`src/hdl/assert_macros.svh`:
```
// ----------------------------------------------------------------------------
// Assertion macros
// Shared property macros for the swerve kinematics RTL. With SYNTH defined
// the macros expand to nothing.
// ----------------------------------------------------------------------------
`ifndef ASSERT_MACROS_SVH
`define ASSERT_MACROS_SVH

`ifndef SYNTH

// Property must hold at every clock edge outside reset.
`define ASSERT_PROP(lbl, clk, rst_n, prop) \
  lbl: assert property (@(posedge clk) disable iff (!rst_n) (prop)) \
    else $error("assertion failed");

// Expression must never be true outside reset.
`define ASSERT_NEVER(lbl, clk, rst_n, expr) \
  lbl: assert property (@(posedge clk) disable iff (!rst_n) !(expr)) \
    else $error("assertion failed");

`else

`define ASSERT_PROP(lbl, clk, rst_n, prop)
`define ASSERT_NEVER(lbl, clk, rst_n, expr)

`endif

`endif

```
`src/hdl/sik_pkg.sv`:
```
// ----------------------------------------------------------------------------
// sik_pkg
// Types, constants and the arctangent table shared by the swerve drive
// inverse kinematics pipeline.
// ----------------------------------------------------------------------------
package sik_pkg;

  // Number of CORDIC micro-rotations, one cell each (legal range 8 to 24).
  localparam int CORDIC_STAGES = 16;
  localparam int NUM_WHEELS    = 4;

  // Front end takes two stages, the output end two more.
  localparam int PIPE_DEPTH = CORDIC_STAGES + 4;

  // Arctangent table has 24 entries.
  localparam int ATAN_IDX_W = 5;

  // CORDIC datapath widths: components carry 8 fraction bits plus growth,
  // the angle accumulates in units of 2^-32 of a turn with headroom.
  localparam int XW = 28;
  localparam int ZW = 34;

  localparam logic signed [ZW-1:0] Z_QUARTER = ZW'(64'sd1073741824);

  // Gain compensation, 1/1.6467602581 in units of 2^-30.
  localparam int GAIN_W = 30;
  localparam logic [GAIN_W-1:0] GAIN = 30'd652032874;

  // Configuration register map.
  localparam int CFG_IDX_W = 1;
  localparam int CFG_W     = 16;
  localparam logic [CFG_IDX_W-1:0] REG_BASE_LENGTH = 1'b0;
  localparam logic [CFG_IDX_W-1:0] REG_BASE_WIDTH  = 1'b1;
  localparam logic [CFG_W-1:0]     BASE_RESET      = 16'd8192;

  // One wheel vector as it travels down the CORDIC chain.
  typedef struct packed {
    logic                 zero;
    logic signed [XW-1:0] x;
    logic signed [XW-1:0] y;
    logic signed [ZW-1:0] z;
  } lane_t;

  // Arctangent of 2^-i in units of 2^-32 of a turn.
  function automatic logic signed [ZW-1:0] atan_lut(input logic [ATAN_IDX_W-1:0] idx);
    logic signed [ZW-1:0] val;
    case (idx)
      5'd0:    val = ZW'(64'sd536870912);
      5'd1:    val = ZW'(64'sd316933406);
      5'd2:    val = ZW'(64'sd167458907);
      5'd3:    val = ZW'(64'sd85004756);
      5'd4:    val = ZW'(64'sd42667331);
      5'd5:    val = ZW'(64'sd21354465);
      5'd6:    val = ZW'(64'sd10679838);
      5'd7:    val = ZW'(64'sd5340245);
      5'd8:    val = ZW'(64'sd2670163);
      5'd9:    val = ZW'(64'sd1335087);
      5'd10:   val = ZW'(64'sd667544);
      5'd11:   val = ZW'(64'sd333772);
      5'd12:   val = ZW'(64'sd166886);
      5'd13:   val = ZW'(64'sd83443);
      5'd14:   val = ZW'(64'sd41722);
      5'd15:   val = ZW'(64'sd20861);
      5'd16:   val = ZW'(64'sd10430);
      5'd17:   val = ZW'(64'sd5215);
      5'd18:   val = ZW'(64'sd2608);
      5'd19:   val = ZW'(64'sd1304);
      5'd20:   val = ZW'(64'sd652);
      5'd21:   val = ZW'(64'sd326);
      5'd22:   val = ZW'(64'sd163);
      5'd23:   val = ZW'(64'sd81);
      default: val = '0;
    endcase
    return val;
  endfunction

endpackage

```
`src/hdl/sik_post.sv`:
```
// ----------------------------------------------------------------------------
// sik_post
// Output end of one lane: gain compensation multiply and angle rounding,
// then speed rounding and saturation into the output register.
// ----------------------------------------------------------------------------
module sik_post (
  input  logic           clk_i,
  input  logic           en_a_i,
  input  logic           en_b_i,
  input  sik_pkg::lane_t lane_i,
  output logic [15:0]    speed_o,
  output logic [15:0]    angle_o
);

  localparam int MAG_W  = sik_pkg::XW - 1;
  localparam int PROD_W = MAG_W + sik_pkg::GAIN_W;

  logic [MAG_W-1:0]          x_mag;
  logic [PROD_W-1:0]         prod_d, prod_q;
  logic signed [sik_pkg::ZW-1:0] ang_sum;
  logic [15:0]               ang_d, ang_a_q, ang_b_q;
  logic                      zero_a_q;
  logic [PROD_W:0]           rnd;
  logic [PROD_W-38:0]        spd_m;
  logic [15:0]               spd_d, spd_q;

  // Stage A: clamp x at zero, multiply by the gain, round the angle.
  assign x_mag   = lane_i.x[sik_pkg::XW-1] ? '0 : lane_i.x[MAG_W-1:0];
  assign prod_d  = PROD_W'(x_mag) * PROD_W'(sik_pkg::GAIN);
  assign ang_sum = lane_i.z + sik_pkg::ZW'(32768);
  assign ang_d   = lane_i.zero ? 16'd0 : ang_sum[31:16];

  always_ff @(posedge clk_i) begin
    if (en_a_i) begin
      prod_q   <= prod_d;
      ang_a_q  <= ang_d;
      zero_a_q <= lane_i.zero;
    end
  end

  // Stage B: round the product by 2^-38, ties upward, and saturate.
  assign rnd   = {1'b0, prod_q} + ((PROD_W+1)'(1) << 37);
  assign spd_m = rnd[PROD_W:38];

  always_comb begin
    if (zero_a_q) begin
      spd_d = 16'd0;
    end else if (|spd_m[PROD_W-38:16]) begin
      spd_d = 16'hFFFF;
    end else begin
      spd_d = spd_m[15:0];
    end
  end

  always_ff @(posedge clk_i) begin
    if (en_b_i) begin
      spd_q   <= spd_d;
      ang_b_q <= ang_a_q;
    end
  end

  assign speed_o = spd_q;
  assign angle_o = ang_b_q;

endmodule

```
`config.mk`:
```
export PLATFORM = sky130hd
export DESIGN_NAME = sik_post
export DESIGN_NICKNAME = d
export VERILOG_FILES = /design/src/hdl/assert_macros.svh /design/src/hdl/sik_pkg.sv /design/src/hdl/sik_post.sv
export SDC_FILE = /design/constraint.sdc
export NUM_CORES = 1
export LEC_CHECK = 0
export ABC_AREA = 1
export BUFFER_PORTS_ARGS = -buffer_cell sky130_fd_sc_hd__buf_2
export CORE_AREA = 2 2 253 255
export DETAILED_ROUTE_END_ITERATION = 10
export DIE_AREA = 0 0 255 257
export GPL_TIMING_DRIVEN = 0
export SLEW_MARGIN = 20
export SYNTH_ARGS = -nofsm -noshare
export SYNTH_HDL_FRONTEND = slang
export SYNTH_SLANG_ARGS = --single-unit
```
`constraint.sdc`:
```
create_clock -name clk_i -period 6.25 [get_ports clk_i]
set_input_delay 0.625 -clock clk_i [delete_from_list [all_inputs] [get_ports clk_i]]
set_output_delay 0.625 -clock clk_i [all_outputs]
set_load 0.05 [all_outputs]
```
Yosys cells after proc, flatten, opt, wreduce, memory -nomap -nowiden --
Index checks and enable logic that the tools add are counted.
Operators by class: multiply operators 1, reduce and logical (&&, ||, !) cells 1, mux-type cells 2, add/sub/neg operators 2
Operators with widths (count):
- $add 57x38->58 const B | 1
- $mul 27x29->56 const B | 1
- $add 32x17->32 const B | 1
- $mux 27 | 1
- $mux 16 | 1
- $reduce_or 4->1 | 1
Word-level totals: flip-flop bits (word level) 105, output and inout bits 32, bits of input ports 94, logic and storage cells 11

Longest topological paths before layout --
Gate-level depths: netlist of the first run.
word-level depth 3, mapped depth 33, mapped depth without buffers 33

Worst setup path before layout of the first run --
OpenSTA, ideal clock, no wires.
path type input -> register, start input port lane_i[89] (netlist bit), end register prod_q[54], data pin, arrival time 6.344 ns, library setup time 0.252 ns, stages on the path 28, path slack -0.347 ns, required time 5.998 ns, path through buf_2 -> inv_2 -> clkbuf_1 -> nand2_1 -> inv_1 -> fa_1 -> inv_1 -> fa_1 -> inv_1 -> fa_1 -> inv_1 -> fa_1 -> inv_1 -> fa_1 -> fa_1 -> inv_1 -> fa_1 -> inv_1 -> ha_1 -> nand2_1 -> nor2_1 -> inv_1 -> nor2_1 -> inv_1 -> nor4_1 -> nand2_1 -> nand3_1 -> nand2_1
On the way: longest elaborated chain between the ends 2
RTL lines:
- start, declared | line sik_post.sv:10 | input sik_pkg::lane_t lane_i,
- $mux 27 | line sik_post.sv:28 | assign x_mag = lane_i.x[sik_pkg::XW-1] ? '0 : lane_i.x[MAG_W-1:0];
- $mul 27x29->56 | line sik_post.sv:29 | assign prod_d = PROD_W'(x_mag) * PROD_W'(sik_pkg::GAIN);
- named net prod_d[54] | line sik_post.sv:19 | logic [PROD_W-1:0] prod_d, prod_q;
- end signal, assigned | line sik_post.sv:35 | prod_q <= prod_d;
- end, declared | line sik_post.sv:19
The timed path passes the listed nets, and every way through them passes these cells. A chain may end at the register's enable or synchronous reset.

Worst setup path after layout of the first run --
start input port lane_i[89] (netlist bit), end register prod_q[47], data pin
Same word-level chain as after synthesis.

==> impl_results.md, run 1 <==
- Yosys top cell area share: between 30 and 40%
- Crit Path Class: in -> reg
- Post-Synth XOR/XNOR Area: under 10%
- EDFF count, synth: 69
- Synth Flop Type: edfxtp_1
- Met1 wire length: roughly 22000 um
- 1st-pass router iterations: 7
- Max Slew Vio Count: 0
- Top cells by area, synth: fa_1, ha_1, inv_1
- Mux contribution to synthesized area: 0%
- # port buffers: 80
- Final nets: ~3000
- Final hold violation count: 0
- Family with the most delay on the worst path: adder cells
- Die area: 0.06554 sq mm
- #FFs+latches synth: between 60 and 70
- Starting Density: between 20% and 30%
- WL final: between 50000 and 60000 um
- Chip width: around 260 um
- Final Skew: 0.005267 ns
- All-layer global routing usage: around 16%
- Post-layout minimum cycle time: 6.353 ns
- Post-synthesis sequential area ratio: a little under an eighth
- Die H: around 260 um
- Slowest cell on crit path: fa_1
- Max-slew headroom: between 40% and 50%
- Slowest stage delay, CP: 0.58 ns
- Hold_buf cts: 0
- Mapped Nets: 2800
- Ys Warns: 0
- Clk buf depth: 2
- Met3 WL: 2887 um
- CP Buf/Inv Count: 8
- Most frequent cells in the layout: inv_1, fa_1, nand2_1, ha_1, nor2_1
- Met2 wire length: around 25000 um
- Post-synth cell types: 35
- Outcome: finished, violations left
- Pre-CTS WS: -1.372 ns
- Initial antenna violation count: 0
- Worst EP required: 6.33 ns
- Avg Cell Area, Syn: between 8 and 9 sq um
- Setup-failing EPs final: 16
- Via count of the routed design: 13783
- FMAX: 157.4 MHz
- Worst EP arrival: about 6.4 ns
- Largest family of logic cells by synthesized area: adder cells
- CTS Buf Count: 9
- Max-cap violations: 0
- Share of layout cells above drive strength 1: 21.54%
- Gate Count Post-Synth: 2123
- Worst skew pair latency: 0.34 ns
- Asr flop ratio synth: 0%
- Synth Cell Area: approximately 0.018 sq mm
- First-pass GRT wire length: between 80000 and 90000 um
- Vias per inst: roughly 4.4
- Top sig layer: met4
- RSZ-0062 raised after global routing: true
- Core area: around 0.063 sq mm
- Cell mode on critical path: fa_1
- Post-route DRC violation count: 0
- Gp weighted congestion: 0.9633
- CTS H-tree depth: 3
- Part of the cycle the worst path needs: 101.6%
- Type of the most critical hold path: reg -> reg
- Root Driver: clkbuf_16
- Top Ports: about 130
- Most common cell after layout, fill and taps aside: inv_1
- Synth Area in Simple Gates: 13.89%
- Pin count of the biggest net entering global routing: 38
- R2r setup slk: 4.17 ns
- Hpwl dp: 45560 um
- CTS tree: done
- Worst Tran Pin Value: just under 0.9 ns
- Fill cells: ~6400
- Post-route setup slack: -0.1029 ns
- Compound-gate portion of the synthesized area: under 10%
- Number of global-route vias before repair: 14913
- Critical path peak fanout: 8
- Row Count: a little over 90
- Synth Area in Adders: 53.91%
- Drt initial violations: between 1000 and 1500
- Antenna-violating nets left: 0
- Clock-pin slew on the worst setup and hold paths: 0.06 ns
- Violated checks: setup timing
- Startpoint types: input pin
- Grt ovf: 0
- Area delta synth->final: 21.46%
- Synth area leader: fa_1
- Hold Worst Slack: ~0.42 ns
- CP endpoint kind: register
- Antenna Cells: 0
- CTS sink cnt: between 60 and 70
- Routed WL per cell: roughly 17 um
what timing repair did:
action	in CTS	in global routing
cloned	2	0
setup endpoints to repair	20	20
resized for setup	281	136
buffers inserted	39	19
pin swaps	76	86
kinds of logic (layout without fill, tap and decap cells):
kind of cell / count (synthesis) / in the layout
buffers and inverters: 682 / 838
and+or+nand+nor: 591 / 591
adders and majority gates: 583 / 583
AOI/OAI and AO/OA: 170 / 170
DFF: 69 / 69
xor gates and xnor gates: 28 / 28
synthesized netlist by cell type, types with 2 or more instances:
cell type	instances
inv_1	674
o21bai_1	11
fa_1	325
a21boi_0	2
nor2_1	149
a21oi_1	90
a21o_1	6
nor4_1	3
nand2_2	4
clkbuf_1	2
a31oi_1	2
ha_1	258
edfxtp_1	69
or2_2	10
nand3_1	59
nand3b_1	5
nand2_1	307
nor2_4	4
xor2_1	20
o21a_1	2
nor3_1	23
xnor2_1	8
nand3_2	3
buf_6	3
inv_2	2
nand4_1	20
o21ai_0	54
sequential cells by signal, indices dropped and copies added, names as in the netlist:
name and flops:
zero_a_q 1, angle_o 16, ang_a_q 16, speed_o 16, prod_q 20
routing by layer:
layer | track usage [%] | up-vias
li1 | - | 6679
met1 | 20.83 | 6695
met2 | 27.95 | 327
met3 | 2.579 | 82
met4 | 5.702 | 0
met5 | 0 | -
cell type report:
type                    count  area, sq um  area share [%]
clock buffers              10        229.0           1.044
multi-input cells        1372        14880           67.87
clock inverters             6        111.4          0.5078
inverters                 676         2605           11.88
well taps                 846         1059           4.827
plain buffers               6        82.58          0.3765
flip-flops and latches     69         2072           9.448
repair buffers            139        879.6           4.011
repair inverters            1        8.758         0.03994
worst register-to-register path, cell delays in order, from the launching register on:
cell      delay, ns
edfxtp_1       0.41
ha_1           0.28
nand2_1        0.14
nor2_1         0.18
nand2_1        0.17
nor2_1         0.12
inv_1          0.07
o22ai_1        0.24
nand3_1        0.11
nand2_1        0.09
inv_1          0.04
through the flow:
step | TNS, ns | instances | util [%] | area [sq um]
6_report | -0.6008 | 3125 | 34.96 | 21930
5_1_grt | -3.683 | 3125 | 34.96 | 21930
4_1_cts | -0.5372 | 3106 | 33.95 | 21300
3_5_place_dp | -24.91 | 3049 | 31.23 | 19590
3_3_place_gp | -27.13 | 3049 | 31.22 | 19590
2_1_floorplan | 0 | 2123 | - | 18130
worst paths after layout:
path                                               start  cells after the start                   endpoint
worst max-delay path                          lane_i[89]                     25       prod_q[47]$_DFFE_PP_
worst min-delay path            ang_a_q[9]$_SDFFCE_PP0P_                      0       angle_o[9]$_DFFE_PP_
worst max register to register      prod_q[37]$_DFFE_PP_                     10  speed_o[15]$_SDFFCE_PP0P_
worst min register to register  ang_a_q[9]$_SDFFCE_PP0P_                      0       angle_o[9]$_DFFE_PP_
Power of run 1 is left out: the tool's default activity adds up to more than one toggle a clock period on the data nets, which glitch-free logic cannot reach.
==> run 2, diff against run 1 <==
--- a/config.mk
+++ b/config.mk
@@ -11,6 +11,7 @@
 export DETAILED_ROUTE_END_ITERATION = 10
 export DIE_AREA = 0 0 255 257
 export GPL_TIMING_DRIVEN = 0
+export MAX_ROUTING_LAYER = met4
 export SLEW_MARGIN = 20
 export SYNTH_ARGS = -nofsm -noshare
 export SYNTH_HDL_FRONTEND = slang
==> run 2 against run 1 <==
The run still ends with setup timing left. Clock-buffer cell count decreased by 1. Critical path depth increased by 3. Final cell count increased by 0.48%. Sequential share of layout area decreased by 0.15 points. Die area unchanged. Flip-flop and latch count unchanged. Register-to-register slack improved by 0.05 ns. Worst hold slack improved by 0.00080 ns. Worst setup slack got worse by 0.046 ns. Clock skew increased by 0.0028 ns. First-iteration DRC count decreased by 7.0%. Via count increased by 2.3%. Largest cell class unchanged.
==> impl_results.md, run 2 (synthesized netlist as in run 1, its figures left out) <==
- CTS Buf Count: 9 (unchanged)
- Starting Density: 28.78% (unchanged)
- Final hold violation count: 0 (unchanged)
- Startpoint types: input pin
- Clock-pin slew on the worst setup and hold paths: 0.06 ns (about the same)
- Max-slew headroom: 42.09% (+0.75 points)
- Hold_buf cts: 0 (unchanged)
- CTS sink cnt: 69 (unchanged)
- Cell mode on critical path: inv_2
- # port buffers: 80 (unchanged)
- Row Count: 92 (unchanged)
- Setup-failing EPs final: 17 (+1)
- Critical path peak fanout: 6 (-2)
- Most common cell after layout, fill and taps aside: inv_1
- Via count of the routed design: 14103 (+2.3%)
- Die H: 257 um (unchanged)
- Pin count of the biggest net entering global routing: 38 (unchanged)
- Core area: 0.06274 sq mm (unchanged)
- Violated checks: setup timing
- Top Ports: 126 (unchanged)
- Crit Path Class: in -> reg
- Drt initial violations: 932 (-7.0%)
- CTS tree: done
- First-pass GRT wire length: 83880 um (+3.2%)
- RSZ-0062 raised after global routing: true
- Routed WL per cell: 16.81 um (+1.5%)
- Final Skew: 0.008063 ns (+0.002796 ns)
- Root Driver: clkbuf_16
- CP endpoint kind: register
- Worst Tran Pin Value: 0.8687 ns (-0.01129 ns)
- 1st-pass router iterations: 6 (-1)
- Share of layout cells above drive strength 1: 23.94% (+2.4 points)
- Number of global-route vias before repair: 15142 (+1.5%)
- Slowest stage delay, CP: 0.57 ns (about the same)
- Vias per inst: 4.491 (+1.8%)
- Outcome: finished, violations left
- Worst EP required: 6.34 ns (about the same)
- All-layer global routing usage: 17.29% (+0.94 points)
- Worst EP arrival: 6.49 ns (+0.05 ns)
- Grt ovf: 0 (unchanged)
- WL final: 52790 um (+2.0%)
- Reg with most FFs: prod_q
- CTS H-tree depth: 3 (unchanged)
- Type of the most critical hold path: reg -> reg
- Post-route setup slack: -0.1490 ns (-0.04611 ns)
- Worst skew pair latency: 0.34 ns (about the same)
- Gp weighted congestion: 0.9668 (+0.36%)
- Hpwl dp: 45620 um (+0.13%)
- Clk buf depth: 2 (unchanged)
- Slowest cell on crit path: fa_2
- Die area: 0.06554 sq mm (unchanged)
- Chip width: 255 um (unchanged)
- Max Slew Vio Count: 0 (unchanged)
- R2r setup slk: 4.22 ns (+0.05 ns)
- Area delta synth->final: 23.47%
- Initial antenna violation count: 0 (unchanged)
- Part of the cycle the worst path needs: 102.4% (+0.74 points)
- Post-layout minimum cycle time: 6.399 ns (+0.04611 ns)
- Antenna-violating nets left: 0 (unchanged)
- FMAX: 156.3 MHz (-0.72%)
- Most frequent cells in the layout: inv_1, fa_1, nand2_1, ha_1, nor2_1
- Max-cap violations: 0 (unchanged)
- Post-route DRC violation count: 0 (unchanged)
- Hold Worst Slack: 0.4173 ns (+0.0008000 ns)
- Final nets: 2965 (+0.47%)
- Number of flip-flops in the largest register: 20 (unchanged)
[run 2: cell types whose count changed in the layout (fill, tap and decap cells not counted), moves of 4 or more]
cell     before  now
a21oi_4       7   12
nor2_1       90   82
nor2_4       31   42
ha_2          8   12
inv_2        34   46
buf_6         4    8
nand2_4      12   21
nand2_1     255  241
buf_4        57   63
nand2_2      40   46
inv_1       628  616
[run 2: per-stage QoR]
step | area (sq um) | TNS, ns | instances | util (%) | setup slack (ns)
2_1_floorplan | 18130 | 0 | 2123 | - | 0.007931
3_3_place_gp | 19590 | -28.23 | 3049 | 31.22 | -1.635
3_5_place_dp | 19590 | -25.62 | 3049 | 31.23 | -1.411
4_1_cts | 21650 | -0.1427 | 3116 | 34.51 | -0.03718
5_1_grt | 22290 | -3.965 | 3139 | 35.53 | -0.2524
6_report | 22290 | -0.7309 | 3140 | 35.54 | -0.1490
[run 2: path summary, 6_finish.rpt]
kind | from | end | cells after the start
worst max-delay path | lane_i[89] | prod_q[53]$_DFFE_PP_ | 28
worst min-delay path | ang_a_q[9]$_SDFFCE_PP0P_ | angle_o[9]$_DFFE_PP_ | 0
worst min register to register | ang_a_q[9]$_SDFFCE_PP0P_ | angle_o[9]$_DFFE_PP_ | 0
worst max register to register | prod_q[40]$_DFFE_PP_ | speed_o[2]$_SDFFCE_PP0P_ | 12
[run 2: final cells by class]
| cell class | instances | area [sq um] |
|---|---|---|
| Sequential cell | 69 | 2072 |
| Multi-Input combinational cell | 1372 | 15080 |
| Timing Repair Buffer | 153 | 1045 |
| Clock buffer | 9 | 225.2 |
| Timing Repair inverter | 1 | 8.758 |
| Fill cell | 6342 | 40440 |
| Buffer | 6 | 82.58 |
| Clock inverter | 7 | 121.4 |
| Tap cell | 846 | 1059 |
| Antenna cell | 1 | 2.502 |
| Inverter | 676 | 2595 |
[run 2: worst max-delay path: cells and delay by family]
kind,cells,cell delay [ns]
adders and majority gates,8,3.55
buffers and inverters,12,1.15
and+or+nand+nor,8,1.12
[run 2: repair_timing]
item / CTS / global route
setup endpoints to repair: 20 / 20
gates resized for setup: 346 / 139
setup buffers: 50 / 23
gates cloned: 2 / 0
pin swaps: 124 / 88
[run 2: metal layers]
metal | vias to the layer above | GRT usage, % | routed length (um)
met3 | 101 | 1.861 | 2875
met2 | 418 | 28.88 | 25840
met4 | 0 | 5.718 | 2080
met5 | - | - | 0
met1 | 6866 | 21.79 | 21990
li1 | 6718 | - | -
Power of run 2 is left out for the same reason.
==> run 3, diff against run 2 <==
--- a/config.mk
+++ b/config.mk
@@ -12,7 +12,8 @@
 export DIE_AREA = 0 0 255 257
 export GPL_TIMING_DRIVEN = 0
 export MAX_ROUTING_LAYER = met4
-export SLEW_MARGIN = 20
+export RECOVER_POWER = 50
+export SLEW_MARGIN = 15
 export SYNTH_ARGS = -nofsm -noshare
 export SYNTH_HDL_FRONTEND = slang
 export SYNTH_SLANG_ARGS = --single-unit
==> run 3 against run 2 <==
Critical endpoint unchanged. Register-to-register slack barely moved. Final area barely moved. Worst setup slack better by 0.0093 ns. Routed wire length fell by 0.16%. The flow finishes with violations (capacitance limit, slew limit, setup timing). Critical path type unchanged.
==> impl_results.md, run 3 (synthesized netlist as in run 1, its figures left out) <==
- Pre-CTS WS: -1.411 ns (unchanged)
- Post-layout minimum cycle time: 6.390 ns (-0.009289 ns)
- Met2 Use GR: 28.88% (unchanged)
- Setup TNS: -0.7285 ns (+0.002368 ns)
- Final core utilization: 35.52% (about the same)
- Die area: 0.06554 sq mm (unchanged)
- Share of layout cells above drive strength 1: 23.77% (-0.17 points)
- Max-cap violations: 2 (+2)
- Final Skew: 0.008832 ns (+0.0007695 ns)
- Gp weighted congestion: 0.9668 (unchanged)
- CTS sink cnt: 69 (unchanged)
- Most used routing layer: met2
- Chip width: 255 um (unchanged)
- First-pass GRT wire length: 83880 um (unchanged)
- All-layer global routing usage: 17.29% (unchanged)
- Setup-failing EPs final: 14 (-3)
- Starting Density: 28.78% (unchanged)
- Pin count of the biggest net entering global routing: 38 (unchanged)
- Vias per inst: 4.470 (-0.48%)
- Max-slew headroom: -39.02% (-81 points)
- Routed WL per cell: 16.79 um (-0.16%)
- Met1 Usage GRT: 21.79% (unchanged)
- CP endpoint kind: register
- RSZ-0062 raised after global routing: true
- Reg with most FFs: prod_q
- Outcome: finished, violations left
- Area delta synth->final: 23.42% (about the same)
- Grt ovf: 0 (unchanged)
- Worst EP arrival: 6.49 ns (about the same)
- # port buffers: 80 (unchanged)
- Number of flip-flops in the largest register: 20 (unchanged)
- Clk buf depth: 2 (unchanged)
- Critical path peak fanout: 6 (unchanged)
- Post-route setup slack: -0.1397 ns (+0.009289 ns)
- Global Route met3 Usage: 1.861% (unchanged)
- Startpoint types: input pin
- CTS H-tree depth: 3 (unchanged)
- Max Slew Vio Count: 71 (+71)
- Hpwl dp: 45620 um (unchanged)
- Antenna-violating nets left: 0 (unchanged)
- Top Ports: 126 (unchanged)
- Worst EP required: 6.35 ns (about the same)
- WL final: 52710 um (-0.16%)
- R2r setup slk: 4.22 ns (about the same)
- Most frequent cells in the layout: inv_1, fa_1, nand2_1, ha_1, nor2_1
- Root Driver: clkbuf_16
- Number of global-route vias before repair: 15142 (unchanged)
- Initial antenna violation count: 0 (unchanged)
- Clock-pin slew on the worst setup and hold paths: 0.06 ns (about the same)
- 1st-pass router iterations: 5 (-1)
- Final nets: 2965 (unchanged)
- Violated checks: capacitance limit, slew limit, setup timing
- Core area: 0.06274 sq mm (unchanged)
- Final hold violation count: 0 (unchanged)
- Row Count: 92 (unchanged)
- FMAX: 156.5 MHz (+0.15%)
- Via count of the routed design: 14036 (-0.48%)
- Worst skew pair latency: 0.34 ns (about the same)
- Worst Tran Pin Value: 2.085 ns (+1.217 ns)
- Type of the most critical hold path: reg -> reg
- Post-route DRC violation count: 0 (unchanged)
- Most common cell after layout, fill and taps aside: inv_1
- CTS tree: done
- Drt initial violations: 955 (+2.5%)
- Crit Path Class: in -> reg
- Part of the cycle the worst path needs: 102.2% (-0.15 points)
- Die H: 257 um (unchanged)
- CTS Buf Count: 9 (unchanged)
## run 3: changes by cell type in the layout (fill, tap and decap cells not counted), sizes merged
| cell | before | now |
|---|---|---|
| buf | 156 | 153 |
| clkbuf | 12 | 15 |
## run 3: per-layer routing
metal | part of all wire, % | vias up
li1 | - | 6713
met3 | 5.4 | 98
met5 | 0 | -
met1 | 42 | 6853
met2 | 49 | 372
met4 | 3.9 | 0
## run 3: final cells by class
class                           count  area (sq um)
Timing Repair inverter              1         8.758
Buffer                              6         82.58
Timing Repair Buffer              153          1041
Tap cell                          846          1059
Antenna cell                        1         2.502
Fill cell                        6344         40450
Clock buffer                        9         225.2
Clock inverter                      7         121.4
Sequential cell                    69          2072
Multi-Input combinational cell   1372         15080
Inverter                          676          2595
## run 3: through the flow
step | instance area (sq um) | std cells | hold slack (ns)
after floorplan | 18130 | 2123 | 0.4003
after global placement | 19590 | 3049 | 0.4004
after detailed placement | 19590 | 3049 | 0.4045
after CTS | 21650 | 3116 | 0.4173
after global routing | 22280 | 3139 | 0.4248
final | 22290 | 3140 | 0.4170
## run 3: path summary, 6_finish.rpt
check,start,end,cells after the start
setup / recovery,lane_i[89],prod_q[53]$_DFFE_PP_,28
hold / removal,ang_a_q[15]$_SDFFCE_PP0P_,angle_o[15]$_DFFE_PP_,0
setup reg to reg,prod_q[37]$_DFFE_PP_,speed_o[15]$_SDFFCE_PP0P_,10
hold reg to reg,ang_a_q[15]$_SDFFCE_PP0P_,angle_o[15]$_DFFE_PP_,0
## run 3: what timing repair did
item / CTS / global route
pin swaps: 124 / 88
hold buffers: 0 / 0
resized for setup: 346 / 139
buffers inserted: 50 / 23
endpoints found under the hold margin: 0 / 0
setup endpoints to repair: 20 / 20
cloned: 2 / 0
## run 3: critical path, stage by stage
cell and delay, ns:
buf_12 0.12, buf_12 0.14, buf_12 0.13, buf_8 0.12
nor2_4 0.22, buf_6 0.14, fa_1 0.46, buf_6 0.15
ha_4 0.20, fa_1 0.54, inv_1 0.05, fa_1 0.49
inv_2 0.06, fa_2 0.45, fa_1 0.53, inv_2 0.04
fa_2 0.57, inv_2 0.06, ha_4 0.31, nand2_4 0.07
nor2_4 0.14, inv_2 0.07, nor2_4 0.13, inv_2 0.07
nor4_2 0.25, nand2_1 0.16, nand3_1 0.10, nand2_1 0.05
Power of run 3 is left out for the same reason.
